===== src/rtl/core/utf8dec_pkg.sv =====
package utf8dec_pkg;

  // Field widths fixed by the byte stream and the result format.
  localparam int unsigned ByteW  = 8;
  localparam int unsigned CodeW  = 16;
  localparam int unsigned CountW = 16;
  localparam int unsigned PartW  = 10;

  // Defaults for the top-level parameters.
  localparam int unsigned DefaultLimit = 65535;
  localparam int unsigned DefaultQueueDepth = 2;

  // Result item kind.
  typedef enum logic {
    KIND_CHAR = 1'b0,
    KIND_END  = 1'b1
  } kind_e;

  // End report status.
  typedef enum logic {
    STATUS_OK  = 1'b0,
    STATUS_BAD = 1'b1
  } status_e;

  // One unit of work handed from the front to the back. A job carries a
  // decoded character, an end report, or a character followed by an end report.
  typedef struct packed {
    logic                has_char;
    logic                has_end;
    status_e             status;
    logic [CodeW-1:0]    code_point;
    logic [CountW-1:0]   char_count;
  } job_t;

endpackage


===== src/rtl/core/utf8_to_ucs2_stream_decoder_top.sv =====
// Channel   Handshake                 Payload
// input     in_valid_i / in_ready_o   in_byte_i
// result    out_valid_o / out_ready_i kind_o, code_point_o, status_o, char_count_o, last_o
// config    cfg_we_i                  cfg_wdata_i
//
// One byte is taken per cycle while the job queue has a free slot; the
// front classifies it and updates the sequence state in that same cycle.
// A queued job reaches the output through the queue storage and then the
// output register. A byte that yields a character plus an end report gives
// two result items from the single output register, the character first.
// Reset clears all control state and the character limit; a stalled output
// fills the queue and then holds in_ready_o low.
module utf8_to_ucs2_stream_decoder_top import utf8dec_pkg::*; #(
  parameter int unsigned DEFAULT_LIMIT = DefaultLimit,
  parameter int unsigned QUEUE_DEPTH   = DefaultQueueDepth
) (
  input  logic              clk_i,
  input  logic              rst_ni,
  input  logic              cfg_we_i,
  input  logic [CountW-1:0] cfg_wdata_i,
  input  logic              in_valid_i,
  output logic              in_ready_o,
  input  logic [ByteW-1:0]  in_byte_i,
  output logic              out_valid_o,
  input  logic              out_ready_i,
  output logic              kind_o,
  output logic [CodeW-1:0]  code_point_o,
  output logic              status_o,
  output logic [CountW-1:0] char_count_o,
  output logic              last_o
);

  logic push, pop, full, empty;
  job_t job_in, job_out;

  // Front: byte classification and sequence state.
  utf8dec_front #(
    .DEFAULT_LIMIT(DEFAULT_LIMIT)
  ) u_front (
    .clk_i        (clk_i),
    .rst_ni       (rst_ni),
    .cfg_we_i     (cfg_we_i),
    .cfg_wdata_i  (cfg_wdata_i),
    .in_valid_i   (in_valid_i),
    .in_ready_o   (in_ready_o),
    .in_byte_i    (in_byte_i),
    .queue_full_i (full),
    .push_o       (push),
    .job_o        (job_in)
  );

  // Job queue between the two halves.
  utf8dec_queue #(
    .DEPTH(QUEUE_DEPTH)
  ) u_queue (
    .clk_i   (clk_i),
    .rst_ni  (rst_ni),
    .push_i  (push),
    .data_i  (job_in),
    .full_o  (full),
    .pop_i   (pop),
    .data_o  (job_out),
    .empty_o (empty)
  );

  // Back: result sequencing and output register.
  utf8dec_back u_back (
    .clk_i        (clk_i),
    .rst_ni       (rst_ni),
    .empty_i      (empty),
    .job_i        (job_out),
    .pop_o        (pop),
    .out_valid_o  (out_valid_o),
    .out_ready_i  (out_ready_i),
    .kind_o       (kind_o),
    .code_point_o (code_point_o),
    .status_o     (status_o),
    .char_count_o (char_count_o),
    .last_o       (last_o)
  );

endmodule


===== src/rtl/core/utf8dec_front.sv =====
module utf8dec_front import utf8dec_pkg::*; #(
  parameter int unsigned DEFAULT_LIMIT = DefaultLimit
) (
  input  logic              clk_i,
  input  logic              rst_ni,
  input  logic              cfg_we_i,
  input  logic [CountW-1:0] cfg_wdata_i,
  input  logic              in_valid_i,
  output logic              in_ready_o,
  input  logic [ByteW-1:0]  in_byte_i,
  input  logic              queue_full_i,
  output logic              push_o,
  output job_t              job_o
);

  logic [CountW-1:0] max_chars_q;
  logic              discard_q, discard_d;
  logic [1:0]        pend_q, pend_d;
  logic [PartW-1:0]  part_q, part_d;
  logic [CountW-1:0] count_q, count_d;

  logic              accept;
  logic [CountW-1:0] limit;
  logic [CountW-1:0] count_inc;
  logic [CodeW-1:0]  acc;
  logic [1:0]        pend_dec;
  logic [CodeW-1:0]  char_cp;
  logic              char_emit;

  // The front takes a byte whenever the queue has a free slot.
  assign in_ready_o = ~queue_full_i;
  assign accept     = in_valid_i & in_ready_o;

  // Character limit; zero selects the default.
  assign limit     = (max_chars_q == '0) ? CountW'(DEFAULT_LIMIT) : max_chars_q;
  assign count_inc = count_q + CountW'(1);
  assign acc       = {part_q, in_byte_i[5:0]};
  assign pend_dec  = pend_q - 2'd1;

  // Classify the byte and update the sequence state.
  always_comb begin
    discard_d = discard_q;
    pend_d    = pend_q;
    part_d    = part_q;
    count_d   = count_q;
    push_o    = 1'b0;
    job_o     = '{has_char: 1'b0, has_end: 1'b0, status: STATUS_OK,
                  code_point: '0, char_count: '0};
    char_emit = 1'b0;
    char_cp   = '0;

    if (discard_q) begin
      if (in_byte_i == '0) begin
        discard_d = 1'b0;
        pend_d    = '0;
        part_d    = '0;
        count_d   = '0;
      end
    end else if (pend_q != '0) begin
      if (in_byte_i[7:6] != 2'b10) begin
        // Missing continuation byte.
        push_o           = 1'b1;
        job_o.has_end    = 1'b1;
        job_o.status     = STATUS_BAD;
        job_o.char_count = count_q;
        pend_d           = '0;
        part_d           = '0;
        count_d          = '0;
        discard_d        = (in_byte_i != '0);
      end else begin
        pend_d = pend_dec;
        if (pend_dec != '0) begin
          part_d = acc[PartW-1:0];
        end else begin
          part_d    = '0;
          char_emit = 1'b1;
          char_cp   = acc;
        end
      end
    end else if (in_byte_i == '0) begin
      // Terminator ends the string with success.
      push_o           = 1'b1;
      job_o.has_end    = 1'b1;
      job_o.char_count = count_q;
      pend_d           = '0;
      part_d           = '0;
      count_d          = '0;
    end else if (in_byte_i[7] == 1'b0) begin
      char_emit = 1'b1;
      char_cp   = {8'h00, in_byte_i};
    end else if (in_byte_i[7:5] == 3'b110) begin
      part_d = {5'b0, in_byte_i[4:0]};
      pend_d = 2'd1;
    end else if (in_byte_i[7:4] == 4'b1110) begin
      part_d = {6'b0, in_byte_i[3:0]};
      pend_d = 2'd2;
    end else begin
      // Stray continuation or a lead byte of four bytes or more.
      push_o           = 1'b1;
      job_o.has_end    = 1'b1;
      job_o.status     = STATUS_BAD;
      job_o.char_count = count_q;
      pend_d           = '0;
      part_d           = '0;
      count_d          = '0;
      discard_d        = 1'b1;
    end

    // A decoded character counts and may reach the limit.
    if (char_emit) begin
      push_o           = 1'b1;
      job_o.has_char   = 1'b1;
      job_o.code_point = char_cp;
      count_d          = count_inc;
      if (count_inc >= limit) begin
        job_o.has_end    = 1'b1;
        job_o.char_count = count_inc;
        pend_d           = '0;
        part_d           = '0;
        count_d          = '0;
        discard_d        = 1'b1;
      end
    end

    if (!accept) begin
      push_o = 1'b0;
    end
  end

  // Configuration register.
  always_ff @(posedge clk_i or negedge rst_ni) begin
    if (!rst_ni) begin
      max_chars_q <= '0;
    end else if (cfg_we_i) begin
      max_chars_q <= cfg_wdata_i;
    end
  end

  // Sequence state advances on each accepted item.
  always_ff @(posedge clk_i or negedge rst_ni) begin
    if (!rst_ni) begin
      discard_q <= 1'b0;
      pend_q    <= '0;
      part_q    <= '0;
      count_q   <= '0;
    end else if (accept) begin
      discard_q <= discard_d;
      pend_q    <= pend_d;
      part_q    <= part_d;
      count_q   <= count_d;
    end
  end

endmodule


===== src/rtl/core/utf8dec_queue.sv =====
module utf8dec_queue import utf8dec_pkg::*; #(
  parameter int unsigned DEPTH = DefaultQueueDepth
) (
  input  logic clk_i,
  input  logic rst_ni,
  input  logic push_i,
  input  job_t data_i,
  output logic full_o,
  input  logic pop_i,
  output job_t data_o,
  output logic empty_o
);

  localparam int unsigned PtrW = (DEPTH > 1) ? $clog2(DEPTH) : 1;
  localparam int unsigned CntW = $clog2(DEPTH + 1);

  job_t            mem_q [DEPTH];
  logic [PtrW-1:0] wr_ptr_q, rd_ptr_q;
  logic [CntW-1:0] cnt_q;

  assign full_o  = (cnt_q == CntW'(DEPTH));
  assign empty_o = (cnt_q == '0);
  assign data_o  = mem_q[rd_ptr_q];

  // Storage for queued jobs.
  always_ff @(posedge clk_i) begin
    if (push_i) begin
      mem_q[wr_ptr_q] <= data_i;
    end
  end

  // Pointers wrap at the depth; the count tracks occupancy.
  always_ff @(posedge clk_i or negedge rst_ni) begin
    if (!rst_ni) begin
      wr_ptr_q <= '0;
      rd_ptr_q <= '0;
      cnt_q    <= '0;
    end else begin
      if (push_i) begin
        wr_ptr_q <= (wr_ptr_q == PtrW'(DEPTH - 1)) ? '0 : wr_ptr_q + PtrW'(1);
      end
      if (pop_i) begin
        rd_ptr_q <= (rd_ptr_q == PtrW'(DEPTH - 1)) ? '0 : rd_ptr_q + PtrW'(1);
      end
      if (push_i && !pop_i) begin
        cnt_q <= cnt_q + CntW'(1);
      end else if (!push_i && pop_i) begin
        cnt_q <= cnt_q - CntW'(1);
      end
    end
  end

endmodule


===== src/rtl/core/utf8dec_back.sv =====
module utf8dec_back import utf8dec_pkg::*; (
  input  logic              clk_i,
  input  logic              rst_ni,
  input  logic              empty_i,
  input  job_t              job_i,
  output logic              pop_o,
  output logic              out_valid_o,
  input  logic              out_ready_i,
  output logic              kind_o,
  output logic [CodeW-1:0]  code_point_o,
  output logic              status_o,
  output logic [CountW-1:0] char_count_o,
  output logic              last_o
);

  logic              out_valid_q;
  logic              phase_q, phase_d;
  logic              load;
  kind_e             kind_q, kind_d;
  logic [CodeW-1:0]  code_q, code_d;
  status_e           status_q, status_d;
  logic [CountW-1:0] count_q, count_d;
  logic              last_q, last_d;

  // The output register takes a new item when it is empty or being drained.
  assign load = ~empty_i & (~out_valid_q | out_ready_i);

  // Expand the head job into one or two result items.
  always_comb begin
    phase_d  = phase_q;
    pop_o    = 1'b0;
    kind_d   = KIND_END;
    code_d   = '0;
    status_d = job_i.status;
    count_d  = job_i.char_count;
    last_d   = 1'b1;
    if (job_i.has_char && !phase_q) begin
      kind_d   = KIND_CHAR;
      code_d   = job_i.code_point;
      status_d = STATUS_OK;
      count_d  = '0;
      last_d   = ~job_i.has_end;
      if (job_i.has_end) begin
        phase_d = 1'b1;
      end else begin
        pop_o = load;
      end
    end else begin
      phase_d = 1'b0;
      pop_o   = load;
    end
  end

  // Control state of the output stage.
  always_ff @(posedge clk_i or negedge rst_ni) begin
    if (!rst_ni) begin
      out_valid_q <= 1'b0;
      phase_q     <= 1'b0;
    end else begin
      if (load) begin
        out_valid_q <= 1'b1;
        phase_q     <= phase_d;
      end else if (out_ready_i) begin
        out_valid_q <= 1'b0;
      end
    end
  end

  // Result payload register.
  always_ff @(posedge clk_i) begin
    if (load) begin
      kind_q   <= kind_d;
      code_q   <= code_d;
      status_q <= status_d;
      count_q  <= count_d;
      last_q   <= last_d;
    end
  end

  assign out_valid_o  = out_valid_q;
  assign kind_o       = kind_q;
  assign code_point_o = code_q;
  assign status_o     = status_q;
  assign char_count_o = count_q;
  assign last_o       = last_q;

endmodule


===== config.mk =====
export PLATFORM = sky130hd
export DESIGN_NAME = utf8_to_ucs2_stream_decoder_top
export DESIGN_NICKNAME = d
export VERILOG_FILES = /design/src/rtl/core/utf8dec_pkg.sv /design/src/rtl/core/utf8_to_ucs2_stream_decoder_top.sv /design/src/rtl/core/utf8dec_front.sv /design/src/rtl/core/utf8dec_queue.sv /design/src/rtl/core/utf8dec_back.sv
export SDC_FILE = /design/constraint.sdc
export NUM_CORES = 1
export LEC_CHECK = 0
export BUFFER_PORTS_ARGS = -buffer_cell sky130_fd_sc_hd__buf_2
export CAP_MARGIN = 5
export CORE_ASPECT_RATIO = 1.25
export CORE_MARGIN = 4
export CORE_UTILIZATION = 60
export DETAILED_ROUTE_END_ITERATION = 12
export HOLD_SLACK_MARGIN = 0.03
export PLACE_DENSITY = 0.85
export SLEW_MARGIN = 20
export SYNTH_ARGS = -nofsm -noshare
export SYNTH_HDL_FRONTEND = slang
export SYNTH_SLANG_ARGS = --single-unit

===== constraint.sdc =====
create_clock -name clk_i -period 11.7 [get_ports clk_i]
set_clock_uncertainty 0.05 [all_clocks]
set_input_delay 0.585 -clock clk_i [delete_from_list [all_inputs] [get_ports clk_i]]
set_output_delay 0.585 -clock clk_i [all_outputs]
set_load 0.05 [all_outputs]

* Word level (Yosys, flattened, before mapping)
Memory sizes are Yosys's and may differ from the RTL's.
Cells that the tools add are included.
** Operators by class
- Reductions and logical operators :: 17
- Muxes and demuxes :: 92
- Equal/unequal tests :: 9
- Add/sub/neg operators :: 6
- Bitwise logic cells :: 7
- Magnitude comparators :: 1
** Operators by type and width (count)
- 16-bit two-way mux :: 24
- 10-bit two-way mux :: 9
- 2-bit two-way mux :: 19
- 1-bit two-way mux :: 36
- 32-bit two-way mux :: 1
- 16-bit by 1-bit adder with 16-bit output, second input constant :: 1
- 16-bit greater-or-equal comparator :: 1
- 16-bit zero test :: 1
- 8-bit zero test :: 1
- 4-bit by 1-bit != test with 1-bit output, second input constant :: 2
- 2-bit nonzero test :: 4
- 8-bit nonzero test :: 1
- 7-bit two-way mux :: 1
- 6-bit AND reduction :: 1
- 5-bit two-way mux :: 1
- 4-bit equality test, second input constant :: 1
- 4-bit two-way mux :: 1
- 4-bit by 2-bit != test with 1-bit output, second input constant :: 1
- 1-bit NOT :: 4
- 4-bit nonzero test :: 1
- 2-bit by 1-bit subtractor with 2-bit output, second input constant :: 2
- 3-bit equality test, second input constant :: 1
- 1-bit logical AND :: 3
- 1-bit zero test :: 3
- 10 further kinds :: 12
** Word-level totals
- Register bits after elaboration :: 86
- Word-level logic and storage cells :: 148
- Output and inout bits :: 37
- Input port bits :: 29
- Bits in writable memories :: 70
- Memories :: 1
** Memory list
- u_queue.mem_q :: words 2, width 35, rd ports 1, clocked after Yosys merged registers in 0, write ports 1, line utf8dec_queue.sv:17 : job_t mem_q [DEPTH];

* Depth between registers and ports, before layout
- Word-level depth :: 13
- Mapped depth :: 14
- Mapped depth without buffers :: 13

* Hierarchy
Synthesis repeated with hierarchy kept, for this count alone.
** Unflattened totals
- Cells, all modules :: 558
- Area total of the unflattened synthesis :: 7427.1 µm²
** By module, submodules not included
- utf8dec_front :: cells an instance 350, times used 1, sequential area each 1126.1 µm², area each 3165.5 µm²
- utf8dec_queue :: cells an instance 125, times used 1, sequential area each 2202.1 µm², area each 2862.7 µm²
- utf8dec_back :: cells an instance 83, times used 1, sequential area each 1101.1 µm², area each 1398.8 µm²

* Worst setup path before layout
OpenSTA, ideal clock, no wires.
- Path kind :: register -> register
- From :: register u_front.pend_q[0]
- To :: memory u_queue.mem_q[0][0] (netlist bit), enable pin
- Arrival :: 3411 ps
- Required time :: 11219 ps
- Library setup time :: 431 ps
- Slack :: 7808 ps
- Cell stages (with the launch flop) :: 10
- Clock period less this slack :: 3892 ps
- Buffers on the path :: 0
- Path through :: dfrtp_1 > inv_1 > ha_1 > or3b_4 > nor3b_4 > a21oi_4 > inv_2 > nor2_1 > nor2_2 > nor2b_1
** Between the ends
- Cells in the longest elaborated chain, start to end :: 10
- Elaborated cells on any way between the ends :: 13
- Classes of those cells :: add/sub: 1; mux: 10; reduce/logical: 2
** Ends and longest elaborated chain
- from (decl) :: line utf8dec_front.sv:18 : logic [1:0] pend_q, pend_d;
- from (signal assigned) :: line utf8dec_front.sv:148 : pend_q <= pend_d;
- 2-bit by 1-bit subtractor with 2-bit output :: line utf8dec_front.sv:38 : assign pend_dec = pend_q - 2'd1;
- 2-bit nonzero test :: line utf8dec_front.sv:72 : if (pend_dec != '0) begin
- 1-bit two-way mux :: line utf8dec_front.sv:72
- 1-bit two-way mux :: line utf8dec_front.sv:60 : if (in_byte_i[7:6] != 2'b10) begin
- 1-bit two-way mux :: line utf8dec_front.sv:59 : end else if (pend_q != '0) begin
- 1-bit two-way mux :: line utf8dec_front.sv:52 : if (discard_q) begin
- 1-bit two-way mux * :: line utf8dec_front.sv:110 : if (char_emit) begin
- 1-bit two-way mux * :: line utf8dec_front.sv:125 : if (!accept) begin
- net push :: line utf8_to_ucs2_stream_decoder_top.sv:33 : logic push, pop, full, empty;
- 1-bit two-way mux * :: line utf8dec_queue.sv:27 : if (push_i) begin
- 1-bit two-way mux (not written as such) * :: line utf8dec_queue.sv:28 : mem_q[wr_ptr_q] <= data_i;
- to (decl) :: line utf8dec_queue.sv:17
The timed path passes the listed nets; every way through them passes the cells marked *.

==> results.yml <==
outcome:
  outcome: "finished, final reports clean"
worst_setup_path:
  criticalPathCategory: "flop to flop"
  crit_fanout: 12
  reg2reg_depth: 13
  cp.arrival_ns: 3.83
  regToRegEndpoint: "u_queue.mem_q[1][0]"
  r2r_slack_ns: 7.95
  cp-startpoint: "u_front.count_q[0]"
  crit_required_ns: 11.77
  cp-end-kind: "flop"
  r2r-start: "u_front.count_q[0]"
  setup.worst_path.start_class: "flop"
power:
  switchingPower_uw: 738
  leakage_nw: 3.40
  seqPwrFrac_pct: 42.4
  combPwrFrac_pct: 30.3
  p_clk_share_pct: 27.2
  p_sw_share_pct: 37.6
  internal_power_mw: 1.22
  power.density_mw_per_mm2: 240
  ir_worst_vdd_uv: 118
sta:
  layout_min_cycle_time_ns: 3.75
  rsz0062_at_grt: "false"
  setup_viol: 0
  setup_tns_ns: 0
  relSlewSlack_pct: 30.2
  tightest_slew_ns: 1.05
  timing.fmax_mhz: 267
  timing.hold.ws_ns: 0.229
  min_period_over_period_pct: 32.1
  hold_violations: 0
  slew_viol_final: 0
die:
  rows: 44
  ios: 66
  die_w_um: 105
  die_area_sq_mm: 0.0137
  initial_core_util_pct: 61.2
  core-area_sq_mm: 0.0116
  die_y_um: 130
route:
  wl_um: 13800
  dr.first_iter.drc_count: 332
  avgViaCountPerCell: 6.03
  firstDrtPassIters: 5
  avgRoutedWirePerCell_um: 17.3
  drt_drc_violations_left: 0
  ant_nets: 0
  vias: 4816
layout:
  syn2layout_area_growth_pct: 15.0
  final_common_cell: "edfxtp_1"
  antenna_cells: 0
  fin_nets: 675
  layout_common_cells: "edfxtp_1, nor2_1, buf_2"
  fill_cells: 796
  drive_gt1_share_pct: 24.1
  multi_input_comb_area_sq_mm: 0.00254
  seq_area_sq_mm: 0.00443
placement:
  portBuffers: 65
  place_congestion: 0.843
  dp_hpwl_um: 9480
cts:
  cts-buffers-inserted: 17
  clockBufferDepth: 2
  htreeDepth: 4
  cts_setup_buffers: 0
  cts_resized: 0
  clkTransAtPathRegs_ns: 0.07
  cts_tree: "built"
  clock_sinks: 156
  root_buffer: "clkbuf_16"
  hold_buffers: 0
  worstSkewPairLatency_ns: 0.42
global_routing:
  first_global_vias: 4661
  grt_overflow: 0
  grt_pass1_wl_um: 22600
  grt_usage_pct: 21.2
  antenna_found_initial: 0
  grt_max_degree: 52
synth:
  synth-edff-count: 105
  yosys_warnings: 0
  synthesis.nets: 608
  syn_inst: 559
  synth_area_sq_mm: 0.00711
  yosys_register_bits: 156
  async_reset_ff_share_pct: 32.7
  synthDistinctLibCells: 64
  ys.flop_type: "edfxtp_1"
  ys_seq_area_share_pct: 62.3
  avgSynthCellArea_sq_um: 12.7
flow_run:
  maxCapViolations: 0
min_path:
  hp-class: "input pin to async pin"
[sequential cells by signal, indices dropped and copies added, names as in the netlist, 2 cells and up]
register / count
u_front.pend_q: 2
u_front.part_q: 10
u_front.count_q: 16
u_back.code_point_o: 16
u_queue.mem_q: 70
u_front.max_chars_q: 16
u_queue.cnt_q: 2
u_back.char_count_o: 16
[cells by family (layout without fill, tap and decap cells)]
logic type | after synthesis | in the layout | share of synthesized area, %
simple gates | 185 | 185 | 13.3
flops | 156 | 156 | 62.3
mux | 52 | 52 | 7.62
buf+inv | 40 | 119 | 2.48
fa+ha+maj | 20 | 20 | 3.52
compound gates | 93 | 93 | 9.23
xor+xnor | 13 | 13 | 1.60
[how the worst max path moves through the flow]
| stage | end | slack (ns) |
|---|---|---|
| after floorplan | u_queue.mem_q[0][0] | 7.81 |
| after global placement | u_queue.mem_q[0][13] | 7.96 |
| after detailed placement | u_queue.mem_q[0][12] | 7.88 |
| after CTS | u_queue.mem_q[1][0] | 8.06 |
| after global routing | u_queue.mem_q[1][0] | 7.71 |
| final | u_queue.mem_q[1][0] | 7.95 |
[worst max-delay path: stages (launching register included)]
cell	delay, ns
dfrtp_1	0.47
ha_1	0.26
nand3_1	0.22
nor2_1	0.30
and4_1	0.29
xnor2_1	0.19
inv_1	0.08
ha_1	0.32
nand2_1	0.06
nor2_1	0.05
a211oi_1	0.30
a31oi_1	0.18
o21ai_2	0.48
o21ai_0	0.21
[synth_stat cells (3+ instances only)]
master,n,area share [%]
nand2_1,40,2.1
buf_2,4,0.28
buf_1,6,0.32
ha_1,20,3.5
o21ai_0,22,1.5
nor3_1,5,0.35
nand2b_1,6,0.53
clkbuf_1,9,0.47
nor4_1,7,0.62
mux2i_1,35,4.9
xor2_1,7,0.86
nand4_1,7,0.62
or2_2,5,0.44
and2_1,6,0.53
inv_1,16,0.84
a32o_1,3,0.42
mux2_2,17,2.7
a31oi_1,13,1.1
nor2_1,67,3.5
and4_1,3,0.37
a22o_1,10,1.2
xnor2_1,6,0.74
edfxtp_1,105,44
nand3_1,11,0.77
and2_2,9,0.95
a21o_1,7,0.74
a221oi_1,7,0.86
dfrtp_1,51,18
a21oi_1,10,0.70
[per-layer routing]
metal,track usage (%),vias up,part of all wire [%]
met5,0,-,0
met2,37.3,232,52
met3,4.50,30,6.9
met4,8.96,0,2.3
met1,25.3,2348,39
li1,-,2206,-
[layout make-up]
| type | count | share of cell area, % |
|---|---|---|
| Clock buffer | 17 | 5.20 |
| Clock inverter | 14 | 1.87 |
| Inverter | 18 | 0.826 |
| Multi-Input combinational cell | 363 | 31.0 |
| Sequential cell | 156 | 54.2 |
| Tap cell | 161 | 2.46 |
| Timing Repair Buffer | 70 | 4.44 |
[through the flow]
| step | setup slack [ns] | cell area (sq um) | power, mW | instances | util [%] |
|---|---|---|---|---|---|
| after global routing | 7.71 | 8180 | 2.05 | 799 | 70.4 |
| final | 7.95 | 8180 | 1.96 | 799 | 70.4 |
| after global placement | 7.96 | 7580 | 1.42 | 768 | 65.3 |
| after CTS | 8.06 | 8170 | 1.97 | 799 | 70.3 |
| after detailed placement | 7.88 | 7590 | 1.43 | 768 | 65.3 |
| after floorplan | 7.81 | 7110 | 1.29 | 559 | - |
[power groups by stage]
stage          logic, mW  clock network [mW]  registers, mW
2_1_floorplan      0.286                   0           1.00
3_3_place_gp       0.581                   0          0.836
3_5_place_dp       0.593                   0          0.841
4_1_cts            0.595               0.541          0.831
5_1_grt            0.636               0.568          0.847
6_report           0.594               0.534          0.831
No activity file was read; power rests on OpenSTA's default activity.
